===== config.mk =====
export PLATFORM = sky130hd
export DESIGN_NAME = distance_vector_route_table_unit
export DESIGN_NICKNAME = d
export VERILOG_FILES = /design/src/rtl/core/dvrt_pkg.sv /design/src/rtl/core/dvrt_ram.sv /design/src/rtl/core/dvrt_ctrl.sv /design/src/rtl/core/distance_vector_route_table_unit.sv
export VERILOG_INCLUDE_DIRS = /design/src /design/src/rtl/core
export SDC_FILE = /design/constraint.sdc
export NUM_CORES = 2
export LEC_CHECK = 0
export ABC_CLOCK_PERIOD_IN_PS = 6300
export BUFFER_PORTS_ARGS = -buffer_cell sky130_fd_sc_hd__buf_2
export CORE_MARGIN = 3
export CORE_UTILIZATION = 35
export DETAILED_ROUTE_END_ITERATION = 10
export PLACE_DENSITY_LB_ADDON = 0.1
export SETUP_SLACK_MARGIN = 0.05
export SLEW_MARGIN = 20
export SYNTH_ARGS = -nofsm -noshare
export SYNTH_HDL_FRONTEND = slang
export SYNTH_HIERARCHICAL = 1
export SYNTH_SLANG_ARGS = --single-unit

===== constraint.sdc =====
create_clock -name i_clk -period 6.3 [get_ports i_clk]
set_input_delay 1.26 -clock i_clk [delete_from_list [all_inputs] [get_ports i_clk]]
set_output_delay 1.26 -clock i_clk [all_outputs]
set_load 0.005 [all_outputs]

===== src/rtl/core/distance_vector_route_table_unit_defines.svh =====
// Assertion macros for the distance vector route table unit.
`ifndef DISTANCE_VECTOR_ROUTE_TABLE_UNIT_DEFINES_SVH
`define DISTANCE_VECTOR_ROUTE_TABLE_UNIT_DEFINES_SVH

`ifndef NO_ASSERTIONS
`define DVRT_ASSERT(name, cond) \
    name: assert property (@(posedge i_clk) disable iff (!i_rst_n) (cond)) \
        else $error("dvrt: invariant violated");
`define DVRT_ASSERT_NEXT(name, ante, cons) \
    name: assert property (@(posedge i_clk) disable iff (!i_rst_n) (ante) |=> (cons)) \
        else $error("dvrt: sequence violated");
`else
`define DVRT_ASSERT(name, cond)
`define DVRT_ASSERT_NEXT(name, ante, cons)
`endif

`endif


===== src/rtl/core/dvrt_pkg.sv =====
// Shared types and constants of the distance vector route table unit.
`default_nettype none

package dvrt_pkg;

    localparam int NODES       = 16;
    localparam int NODE_W      = $clog2(NODES);
    localparam int ADDR_W      = 2 * NODE_W;
    localparam int ENTRIES     = NODES * NODES;
    localparam int CNT_W       = $clog2(NODES + 1);
    localparam int DIST_W      = 10;
    localparam int OP_W        = 3;
    localparam int S_TDATA_W   = 24;
    localparam int M_TDATA_W   = 24;
    localparam logic [DIST_W-1:0] LIMIT_RESET = 10'd1000;

    typedef enum logic [OP_W-1:0] {
        OP_ADD       = 3'd0,
        OP_LOOKUP    = 3'd1,
        OP_DEL_DST   = 3'd2,
        OP_DEL_ROUTE = 3'd3,
        OP_DEL_NODE  = 3'd4,
        OP_LIST      = 3'd5
    } t_op;

    typedef struct packed {
        logic              found;
        logic [NODE_W-1:0] best_direction;
        logic [DIST_W-1:0] best_distance;
        logic              has_route;
        logic [NODE_W-1:0] listed_destination;
        logic              last;
    } t_result;

    typedef struct packed {
        logic              we;
        logic [ADDR_W-1:0] waddr;
        logic [DIST_W-1:0] wdata;
        logic [ADDR_W-1:0] raddr;
    } t_mem_req;

endpackage

`default_nettype wire


===== src/rtl/core/dvrt_ram.sv =====
// Generic single-write, single-read RAM with registered read data.
`default_nettype none

module dvrt_ram #(
    parameter int WIDTH = 8,
    parameter int DEPTH = 16
) (
    input  wire logic                     i_clk,
    input  wire logic                     i_we,
    input  wire logic [$clog2(DEPTH)-1:0] i_waddr,
    input  wire logic [WIDTH-1:0]         i_wdata,
    input  wire logic [$clog2(DEPTH)-1:0] i_raddr,
    output logic      [WIDTH-1:0]         o_rdata
);

    logic [WIDTH-1:0] r_mem [DEPTH];
    logic [WIDTH-1:0] r_rdata;

    always_ff @(posedge i_clk) begin
        if (i_we) begin
            r_mem[i_waddr] <= i_wdata;
        end
        r_rdata <= r_mem[i_raddr];
    end

    assign o_rdata = r_rdata;

endmodule

`default_nettype wire


===== src/rtl/core/dvrt_ctrl.sv =====
// Operation sequencer: route valid bits, destination flags, RAM access and result issue.
`default_nettype none

module dvrt_ctrl (
    input  wire logic                        i_clk,
    input  wire logic                        i_rst_n,
    input  wire logic                        i_in_valid,
    output logic                             o_in_ready,
    input  wire logic [dvrt_pkg::OP_W-1:0]   i_op,
    input  wire logic [dvrt_pkg::NODE_W-1:0] i_destination,
    input  wire logic [dvrt_pkg::NODE_W-1:0] i_direction,
    input  wire logic [dvrt_pkg::DIST_W-1:0] i_distance,
    input  wire logic [dvrt_pkg::DIST_W-1:0] i_limit,
    output dvrt_pkg::t_mem_req               o_mem,
    input  wire logic [dvrt_pkg::DIST_W-1:0] i_mem_rdata,
    input  wire logic                        i_res_free,
    output logic                             o_res_valid,
    output dvrt_pkg::t_result                o_res
);

    typedef enum logic [5:0] {
        S_IDLE   = 6'b000001,
        S_ADD_RD = 6'b000010,
        S_ADD_WR = 6'b000100,
        S_SCAN   = 6'b001000,
        S_REPORT = 6'b010000,
        S_LIST   = 6'b100000
    } t_state;

    t_state r_state;
    t_state n_state;

    logic [dvrt_pkg::NODES-1:0]  r_present;
    logic [dvrt_pkg::NODES-1:0]  r_valid [dvrt_pkg::NODES];

    logic [dvrt_pkg::NODE_W-1:0] r_dst;
    logic [dvrt_pkg::NODE_W-1:0] r_dir;
    logic [dvrt_pkg::DIST_W-1:0] r_dist;
    logic                        r_found;
    logic [dvrt_pkg::CNT_W-1:0]  r_cnt;
    logic                        r_scan_pend;
    logic [dvrt_pkg::NODE_W-1:0] r_scan_idx;
    logic [dvrt_pkg::DIST_W-1:0] r_best;
    logic [dvrt_pkg::NODE_W-1:0] r_bdir;
    logic                        r_any;

    logic                        w_accept;
    logic                        w_add_wr;
    logic                        w_cnt_end;
    logic                        w_better;
    logic                        w_above;
    logic [dvrt_pkg::NODE_W-1:0] w_cur;
    logic [dvrt_pkg::NODES-1:0]  w_dir_onehot;

    assign o_in_ready   = (r_state == S_IDLE);
    assign w_accept     = i_in_valid && o_in_ready;
    assign w_cur        = r_cnt[dvrt_pkg::NODE_W-1:0];
    assign w_cnt_end    = (r_cnt == dvrt_pkg::CNT_W'(dvrt_pkg::NODES));
    assign w_dir_onehot = dvrt_pkg::NODES'(1) << i_direction;
    assign w_add_wr     = !r_present[r_dst] || !r_valid[r_dst][r_dir] || (r_dist < i_mem_rdata);
    assign w_better     = r_scan_pend && r_valid[r_dst][r_scan_idx] && (i_mem_rdata < r_best);

    // any present destination beyond the one being listed
    always_comb begin
        w_above = 1'b0;
        for (int k = 0; k < dvrt_pkg::NODES; k++) begin
            if (r_present[k] && (dvrt_pkg::NODE_W'(k) > w_cur)) begin
                w_above = 1'b1;
            end
        end
    end

    always_comb begin
        n_state     = r_state;
        o_mem       = '0;
        o_res_valid = 1'b0;
        o_res       = '0;
        unique case (r_state)
            S_IDLE: begin
                if (w_accept) begin
                    unique case (dvrt_pkg::t_op'(i_op))
                        dvrt_pkg::OP_ADD:    n_state = S_ADD_RD;
                        dvrt_pkg::OP_LOOKUP: n_state = r_present[i_destination] ? S_SCAN : S_REPORT;
                        dvrt_pkg::OP_LIST:   n_state = (|r_present) ? S_LIST : S_REPORT;
                        default:             n_state = S_IDLE;
                    endcase
                end
            end
            S_ADD_RD: begin
                o_mem.raddr = {r_dst, r_dir};
                n_state     = S_ADD_WR;
            end
            S_ADD_WR: begin
                o_mem.we    = w_add_wr;
                o_mem.waddr = {r_dst, r_dir};
                o_mem.wdata = r_dist;
                n_state     = S_IDLE;
            end
            S_SCAN: begin
                o_mem.raddr = {r_dst, w_cur};
                if (w_cnt_end) begin
                    n_state = S_REPORT;
                end
            end
            S_REPORT: begin
                // not-found lookup and empty listing both give an all-zero result with last set
                o_res_valid          = i_res_free;
                o_res.found          = r_found;
                o_res.best_direction = r_found ? r_bdir : '0;
                o_res.best_distance  = r_found ? r_best : '0;
                o_res.has_route      = r_found && r_any;
                o_res.last           = 1'b1;
                if (i_res_free) begin
                    n_state = S_IDLE;
                end
            end
            S_LIST: begin
                if (r_present[w_cur]) begin
                    o_res_valid              = i_res_free;
                    o_res.found              = 1'b1;
                    o_res.listed_destination = w_cur;
                    o_res.last               = !w_above;
                    if (i_res_free && !w_above) begin
                        n_state = S_IDLE;
                    end
                end
            end
            default: n_state = S_IDLE;
        endcase
    end

    always_ff @(posedge i_clk) begin
        if (!i_rst_n) begin
            r_state   <= S_IDLE;
            r_present <= '0;
            r_valid   <= '{default: '0};
        end else begin
            r_state <= n_state;
            if (r_state == S_IDLE && w_accept) begin
                unique case (dvrt_pkg::t_op'(i_op))
                    dvrt_pkg::OP_DEL_DST: begin
                        r_present[i_destination] <= 1'b0;
                        r_valid[i_destination]   <= '0;
                    end
                    dvrt_pkg::OP_DEL_ROUTE: begin
                        if (r_present[i_destination]) begin
                            r_valid[i_destination][i_direction] <= 1'b0;
                        end
                    end
                    dvrt_pkg::OP_DEL_NODE: begin
                        for (int d = 0; d < dvrt_pkg::NODES; d++) begin
                            if (r_present[d]) begin
                                r_valid[d][i_direction] <= 1'b0;
                                if ((r_valid[d] & ~w_dir_onehot) == '0) begin
                                    r_present[d] <= 1'b0;
                                end
                            end
                        end
                    end
                    default: ;
                endcase
            end
            if (r_state == S_ADD_WR && w_add_wr) begin
                if (!r_present[r_dst]) begin
                    r_present[r_dst] <= 1'b1;
                    r_valid[r_dst]   <= dvrt_pkg::NODES'(1) << r_dir;
                end else begin
                    r_valid[r_dst][r_dir] <= 1'b1;
                end
            end
        end
    end

    // payload and scan datapath
    always_ff @(posedge i_clk) begin
        unique case (r_state)
            S_IDLE: begin
                r_dst       <= i_destination;
                r_dir       <= i_direction;
                r_dist      <= i_distance;
                r_found     <= (i_op == dvrt_pkg::OP_LOOKUP) && r_present[i_destination];
                r_cnt       <= '0;
                r_scan_pend <= 1'b0;
                r_best      <= i_limit;
                r_bdir      <= '0;
                r_any       <= 1'b0;
            end
            S_SCAN: begin
                r_scan_pend <= !w_cnt_end;
                r_scan_idx  <= w_cur;
                if (!w_cnt_end) begin
                    r_cnt <= r_cnt + 1'b1;
                end
                if (w_better) begin
                    r_best <= i_mem_rdata;
                    r_bdir <= r_scan_idx;
                    r_any  <= 1'b1;
                end
            end
            S_LIST: begin
                if (!r_present[w_cur] || i_res_free) begin
                    r_cnt <= r_cnt + 1'b1;
                end
            end
            default: ;
        endcase
    end

endmodule

`default_nettype wire


===== src/rtl/core/distance_vector_route_table_unit.sv =====
// Add reads the stored route, then writes it; deletes take effect as accepted; a lookup reads
// the RAM once per neighbour, with one compare stage, then issues its result. Listing gives
// one result per cycle while the output register is free, skipping absent destinations at
// one a cycle. Throughput: one operation at a time; a lookup holds off the input until issue.
// Reset (synchronous, active low) clears the destination flags and all route valid bits
// at once and loads the limit with 1000; no clearing pass is needed.
`default_nettype none
`include "distance_vector_route_table_unit_defines.svh"

module distance_vector_route_table_unit (
    input  wire logic                           i_clk,
    input  wire logic                           i_rst_n,
    input  wire logic                           i_s_axis_tvalid,
    output logic                                o_s_axis_tready,
    // destination[3:0], direction[7:4], distance[17:8], zero fill above
    input  wire logic [dvrt_pkg::S_TDATA_W-1:0] i_s_axis_tdata,
    // op[2:0]
    input  wire logic [dvrt_pkg::OP_W-1:0]      i_s_axis_tuser,
    output logic                                o_m_axis_tvalid,
    input  wire logic                           i_m_axis_tready,
    // found[0], best_direction[4:1], best_distance[14:5], has_route[15],
    // listed_destination[19:16], zero fill above
    output logic [dvrt_pkg::M_TDATA_W-1:0]      o_m_axis_tdata,
    output logic                                o_m_axis_tlast,
    input  wire logic                           i_cfg_valid,
    output logic                                o_cfg_ready,
    input  wire logic [dvrt_pkg::DIST_W-1:0]    i_cfg_data
);

    localparam int DST_LO  = 0;
    localparam int DIR_LO  = dvrt_pkg::NODE_W;
    localparam int DIST_LO = 2 * dvrt_pkg::NODE_W;

    logic [dvrt_pkg::DIST_W-1:0] r_limit;
    logic                        r_out_valid;
    dvrt_pkg::t_result           r_out;

    dvrt_pkg::t_mem_req          w_mem;
    logic [dvrt_pkg::DIST_W-1:0] w_mem_rdata;
    logic                        w_res_free;
    logic                        w_res_valid;
    dvrt_pkg::t_result           w_res;

    assign o_cfg_ready = 1'b1;

    always_ff @(posedge i_clk) begin
        if (!i_rst_n) begin
            r_limit <= dvrt_pkg::LIMIT_RESET;
        end else if (i_cfg_valid) begin
            r_limit <= i_cfg_data;
        end
    end

    dvrt_ram #(
        .WIDTH (dvrt_pkg::DIST_W),
        .DEPTH (dvrt_pkg::ENTRIES)
    ) u_route_ram (
        .i_clk   (i_clk),
        .i_we    (w_mem.we),
        .i_waddr (w_mem.waddr),
        .i_wdata (w_mem.wdata),
        .i_raddr (w_mem.raddr),
        .o_rdata (w_mem_rdata)
    );

    dvrt_ctrl u_ctrl (
        .i_clk         (i_clk),
        .i_rst_n       (i_rst_n),
        .i_in_valid    (i_s_axis_tvalid),
        .o_in_ready    (o_s_axis_tready),
        .i_op          (i_s_axis_tuser),
        .i_destination (i_s_axis_tdata[DST_LO +: dvrt_pkg::NODE_W]),
        .i_direction   (i_s_axis_tdata[DIR_LO +: dvrt_pkg::NODE_W]),
        .i_distance    (i_s_axis_tdata[DIST_LO +: dvrt_pkg::DIST_W]),
        .i_limit       (r_limit),
        .o_mem         (w_mem),
        .i_mem_rdata   (w_mem_rdata),
        .i_res_free    (w_res_free),
        .o_res_valid   (w_res_valid),
        .o_res         (w_res)
    );

    // output register: a result waits here while the sequencer moves on
    assign w_res_free = !r_out_valid || i_m_axis_tready;

    always_ff @(posedge i_clk) begin
        if (!i_rst_n) begin
            r_out_valid <= 1'b0;
        end else if (w_res_valid) begin
            r_out_valid <= 1'b1;
        end else if (i_m_axis_tready) begin
            r_out_valid <= 1'b0;
        end
    end

    always_ff @(posedge i_clk) begin
        if (w_res_valid) begin
            r_out <= w_res;
        end
    end

    assign o_m_axis_tvalid = r_out_valid;
    assign o_m_axis_tlast  = r_out.last;
    assign o_m_axis_tdata  = dvrt_pkg::M_TDATA_W'({r_out.listed_destination,
                                                   r_out.has_route,
                                                   r_out.best_distance,
                                                   r_out.best_direction,
                                                   r_out.found});

    `DVRT_ASSERT(a_res_into_free_slot, !w_res_valid || w_res_free)
    `DVRT_ASSERT(a_no_accept_while_issuing, !(w_res_valid && o_s_axis_tready))
    `DVRT_ASSERT(a_no_write_when_idle, !(w_mem.we && o_s_axis_tready))
    `DVRT_ASSERT_NEXT(a_add_write_ends_op, w_mem.we, o_s_axis_tready)

endmodule

`default_nettype wire

; Word-level counts from Yosys, hierarchy flattened
; Memory sizes are Yosys's and may differ from the RTL's. A register that Yosys moved wholly into a read port is not among the register bits.
; Cells that the tools add are included.
[totals]
ff_bits = 354
mem_bits_rw = 2560
out_inout_bits = 28
word_cells = 338
n_memories = 1
[classes]
add_sub_neg = 1
order_cmp = 32
n_eq_ne = 20
shifts = 2
mux = 136
bitwise = 44
reduce_logical = 66
[memory_table]
columns = memory, depth, width, rd, rd_clocked_by_memory_dff, write_ports, line
row1 = u_route_ram.r_mem, 256, 10, 1, 1, 1, dvrt_ram.sv:16  ; logic [WIDTH-1:0] r_mem [DEPTH];
[op_table]
columns = operator, count
row1 = 2-to-1 mux 256 bit, 5
row2 = case mux 256 bit (3 select lines), 1
row3 = AND 16 bit, 33
row4 = AND 256 bit, 2
row5 = inverter 256 bit, 2
row6 = 2-to-1 mux 16 bit, 26
row7 = bitwise mux 256 bit, 1
row8 = demux 16 bit (select 4 bit), 4
row9 = zero test 16 bit, 16
row10 = bitwise OR 256 bit, 1
row11 = 2-to-1 mux 1 bit, 65
row12 = binary-select mux 16 bit (select 4 bit), 1
row13 = inverter 16 bit, 3
row14 = 2-to-1 mux 6 bit, 6
row15 = "greater-than comparator 4 bit, first input constant", 8
row16 = case mux 16 bit (2 select lines), 1
row17 = "<< shifter 1 x 4 -> 16 bit, first input constant", 2
row18 = logical AND 1 bit, 30
row19 = "less-than comparator 4 x 5 -> 1 bit, second input constant", 6
row20 = case mux 6 bit (5 select lines), 1
row21 = binary-select mux 1 bit (select 4 bit), 5
row22 = less-than comparator 10 bit, 2
row23 = case mux 10 bit (2 select lines), 1
row24 = 2-to-1 mux 19 bit, 1
row25 = other kinds (39), 78

; Depth between registers and ports, before layout
[depth]
word_depth = 23
ltp_mapped = 17
depth_no_buf = 11

; Hierarchy
; The synthesis kept the hierarchy.
[modules_own_cells]
columns = module, instances, cells_each, area_per_inst_um2, seq_area_each_um2
row1 = dvrt_ram, 1, 4642, 99253.9, 77073.9
row2 = dvrt_ctrl, 1, 1979, 18769.3, 6886.6
row3 = distance_vector_route_table_unit, 1, 64, 1077.3, 850.8

; Worst setup path before layout
; Ideal clock, no wire load.
[synth_path]
kind = register -> register
from = register u_ctrl.r_state[0]
to = memory u_route_ram/r_mem[0][8] (netlist name), data pin
arrival_ns = 4.949
required_time_ns = 5.430
setup_slack_ns = 0.482
stages_incl_launch_ff = 6
path_buffers = 2
synth_period_minus_slack_ns = 5.818
path_cell_list = dfxtp_1 > or4_1 > nor3b_1 > clkbuf_1 > clkbuf_1 > and2_1
[synth_rtl]
columns = item, line
row1 = from (decl), dvrt_ctrl.sv:30  ; t_state r_state;
row2 = from (signal assigned), dvrt_ctrl.sv:138  ; r_state <= n_state;
row3 = to (decl), dvrt_ram.sv:16

==> out/metrics.json <==
{
  "cp-end-kind": {"value": "flip-flop"},
  "cp_num_cells": {"value": 12},
  "synth.top_cell.area_share": {"value": 66.18, "unit": "%"},
  "timing.final.hold_violations": {"value": 0},
  "sequential_cell_area": {"value": 84810, "unit": "µm²"},
  "gp_congestion": {"value": 0.9001},
  "yosys_warnings": {"value": 6},
  "status": {"value": "complete, no violations"},
  "cellPowerDensity": {"value": 291.1, "unit": "nW/µm²"},
  "clk_transition_reported_paths": {"value": 0.06, "unit": "ns"},
  "maxClockFrequency": {"value": 177.0, "unit": "MHz"},
  "dp_slack": {"value": 0.5733, "unit": "ns"},
  "setup_viol": {"value": 0},
  "htreeDepth": {"value": 5},
  "worstSetupStartpointType": {"value": "flip-flop"},
  "placedInstanceArea": {"value": 127500, "unit": "µm²"},
  "slew-limit-headroom": {"value": 17.34, "unit": "%"},
  "critical_path_arrival": {"value": 6.44, "unit": "ns"},
  "detail-route-antenna-nets": {"value": 0},
  "wire_per_inst": {"value": 32.62, "unit": "µm"},
  "syn_to_final_growth": {"value": 15.70, "unit": "%"},
  "power.leakage": {"value": 36.16, "unit": "nW"},
  "mostFrequentLayoutCells": {"value": "sky130_fd_sc_hd__edfxtp_1, sky130_fd_sc_hd__mux4_2, sky130_fd_sc_hd__buf_4"},
  "ys_top_cells_by_area": {"value": "sky130_fd_sc_hd__edfxtp_1, sky130_fd_sc_hd__mux4_2, sky130_fd_sc_hd__dfxtp_1"},
  "globalRouteTotalUtil": {"value": 21.92, "unit": "%"},
  "chain_of_cells_forming_the_critical_path": {"value": "or4_1, or3b_2, buf_4, o21ai_4, buf_12, buf_12, mux4_2, a2111oi_0, nor3_1, nor4_1, nor4_1, buf_4"},
  "worst_hold_path_type": {"value": "flip-flop to flip-flop"},
  "floorplan.core_area": {"value": 337700, "unit": "µm²"},
  "boundaryPins": {"value": 70},
  "layout_setup_ws": {"value": 0.6509, "unit": "ns"},
  "vias_per_cell": {"value": 5.784},
  "cts-root-to-sink-buffers": {"value": 4},
  "global_route_wire_length_before_repair": {"value": 544.7, "unit": "mm"},
  "drive_gt1_share": {"value": 24.08, "unit": "%"},
  "setup_total_negative_slack": {"value": 0, "unit": "ns"},
  "biggest_cell_delay_along_the_critical_path": {"value": 0.82, "unit": "ns"},
  "slowest_stage": {"value": "sky130_fd_sc_hd__nor4_1"},
  "synth_top_flop_cell": {"value": "sky130_fd_sc_hd__edfxtp_1"},
  "initial_core_util": {"value": 35.27, "unit": "%"},
  "nets": {"value": 7227},
  "synthesis.area": {"value": 119100, "unit": "µm²"},
  "vdd_ir_drop_max": {"value": 0.0001892, "unit": "V"},
  "cts_tree": {"value": "done"},
  "synth_seq_area_share": {"value": 71.21, "unit": "%"},
  "worst_slew_pin_tran": {"value": 1.229, "unit": "ns"},
  "worstPathMaxFanout": {"value": 59},
  "period_needed": {"value": 5.649, "unit": "ns"},
  "placement_rows": {"value": 213},
  "postSynthAreaPerCell": {"value": 17.82, "unit": "µm²"},
  "drt_iter0_markers": {"value": 8148},
  "synth_cell_types": {"value": 78},
  "grt_max_degree": {"value": 174},
  "wl": {"value": 389.6, "unit": "mm"},
  "timing.critical_path.required": {"value": 7.09, "unit": "ns"},
  "asyncSetResetFlopFracSynth": {"value": 0, "unit": "%"},
  "cell_count_after_synthesis": {"value": 6685},
  "final_common_cell": {"value": "sky130_fd_sc_hd__edfxtp_1"},
  "critPathBufInv": {"value": 4},
  "postcts_resize_cnt": {"value": 0},
  "cts_setup_buffers": {"value": 0},
  "fillerInstances": {"value": 30390},
  "largest_delay_share_family_worst_path": {"value": "simple AND/OR/NAND/NOR gates"},
  "num_vias": {"value": 69070},
  "die_area": {"value": 347300, "unit": "µm²"},
  "final_cell_area": {"value": 137800, "unit": "µm²"},
  "final_max_slew_viol_count": {"value": 0},
  "numPortBuffers": {"value": 58},
  "yosys_register_bits": {"value": 2924},
  "dieWidth": {"value": 589.3, "unit": "µm"},
  "grt_antenna_before_repair": {"value": 17},
  "drt_pre_antenna_iters": {"value": 7},
  "rsz_0062_raised_after_global_routing": {"value": "false"},
  "hold-path-cell-count": {"value": 2},
  "max_cap_viols": {"value": 0},
  "global_route.overflow_total": {"value": 0},
  "timing.setup.critical_path_class": {"value": "flip-flop to flip-flop"},
  "die_height": {"value": 589.3, "unit": "µm"},
  "clock-skew-final": {"value": 0.06560, "unit": "ns"},
  "ff2ff_path_depth": {"value": 12},
  "final.period_utilization": {"value": 89.67, "unit": "%"},
  "synth_largest_area_cell": {"value": "sky130_fd_sc_hd__edfxtp_1"},
  "synth-edff-count": {"value": 2625},
  "multiInputGateArea": {"value": 31620, "unit": "µm²"},
  "hpwl": {"value": 248.8, "unit": "mm"},
  "hold_buffer_count_at_cts": {"value": 0},
  "cts_inserted_buffers": {"value": 325},
  "drc": {"value": 0},
  "insertion_delay": {"value": 0.92, "unit": "ns"},
  "clock-root-buffer": {"value": "sky130_fd_sc_hd__clkbuf_16"},
  "first_global_vias": {"value": 68320},
  "total_power": {"value": 40.12, "unit": "mW"},
  "clock_sink_count": {"value": 2924}
}
==> worst min-delay path: cells and delay by family (launching register included) <==
family	cells	cell delay, ns
DFF	1	0.33
muxes	1	0.07
and+or+nand+nor	1	0.06
==> cells by family after synthesis <==
family,after synthesis,share of synthesized area (%)
DFF,2924,71.21
buffers and inverters,540,2.522
xor gates and xnor gates,3,0.02207
muxes,870,13.99
adders and majority gates,21,0.2206
other,2,0.006306
AOI/OAI and AO/OA,1390,8.272
and+or+nand+nor,935,3.761
==> state kept, by name (all words and copies together) (netlist names), 5 cells and up <==
signal               cells
u_ctrl/r_cnt             5
u_ctrl/r_state           6
o_m_axis_tdata          20
u_ctrl/r_present        16
u_ctrl/r_valid         256
u_route_ram/o_rdata     10
u_ctrl/r_best           10
u_route_ram/r_mem     2560
r_limit                 10
u_ctrl/r_dist           10
==> synth_stat cells, drive strengths merged, types with 21 or more instances <==
cell,n
nor4,34
nand2,195
mux2i,238
a211oi,22
dfxtp,299
o211ai,252
o22ai,64
buf,203
a21boi,22
nor3,58
mux4,622
a31oi,34
ha,21
a22o,60
nor2b,47
a22oi,243
o31ai,199
nor2,359
and3,22
a221oi,61
nand3,51
and2,50
o221ai,44
edfxtp,2625
o21ai,151
nand2b,30
inv,35
clkbuf,302
a21oi,150
==> area by class of cell <==
type                    count  share of cell area, %
multi-input cells        3224                  22.95
flip-flops and latches   2924                  61.55
well taps                4515                  4.100
clock buffers             397                  6.250
diodes                     10                0.01816
repair buffers            654                  3.871
clock inverters           182                  1.170
inverters                  35                0.09534
==> layer usage <==
| metal | up-vias | GRT usage [%] | wire length (µm) |
|---|---|---|---|
| met5 | - | 0 | 10 |
| met4 | 2 | 6.754 | 13280 |
| li1 | 28720 | - | - |
| met3 | 651 | 3.011 | 25680 |
| met1 | 36850 | 31.70 | 170200 |
| met2 | 2854 | 34.37 | 180400 |
==> metrics by stage <==
step | util (%) | hold WS (ns) | instances
after floorplan | - | 0.4407 | 6688
after global placement | 37.74 | 0.4735 | 11350
after detailed placement | 37.75 | 0.4721 | 11350
after CTS | 40.77 | 0.4379 | 11930
after global routing | 40.80 | 0.4715 | 11930
final | 40.81 | 0.4890 | 11940
==> where the power goes <==
| group | switching, mW | internal, mW |
|---|---|---|
| clock network | 7.82 | 10.7 |
| logic | 0.544 | 0.193 |
| registers | 0.0335 | 20.9 |
| total | 8.40 | 31.7 |
==> path summary, 6_finish.rpt <==
check / start / end / slack, ns
hold reg to reg: r_limit[5] / r_limit[5] / 0.49
hold / removal: r_limit[5] / r_limit[5] / 0.49
setup reg to reg: u_ctrl/r_state[0] / u_route_ram/o_rdata[9] / 0.65
setup / recovery: u_ctrl/r_state[0] / u_route_ram/o_rdata[9] / 0.65
(Power assumes the default switching activity.)
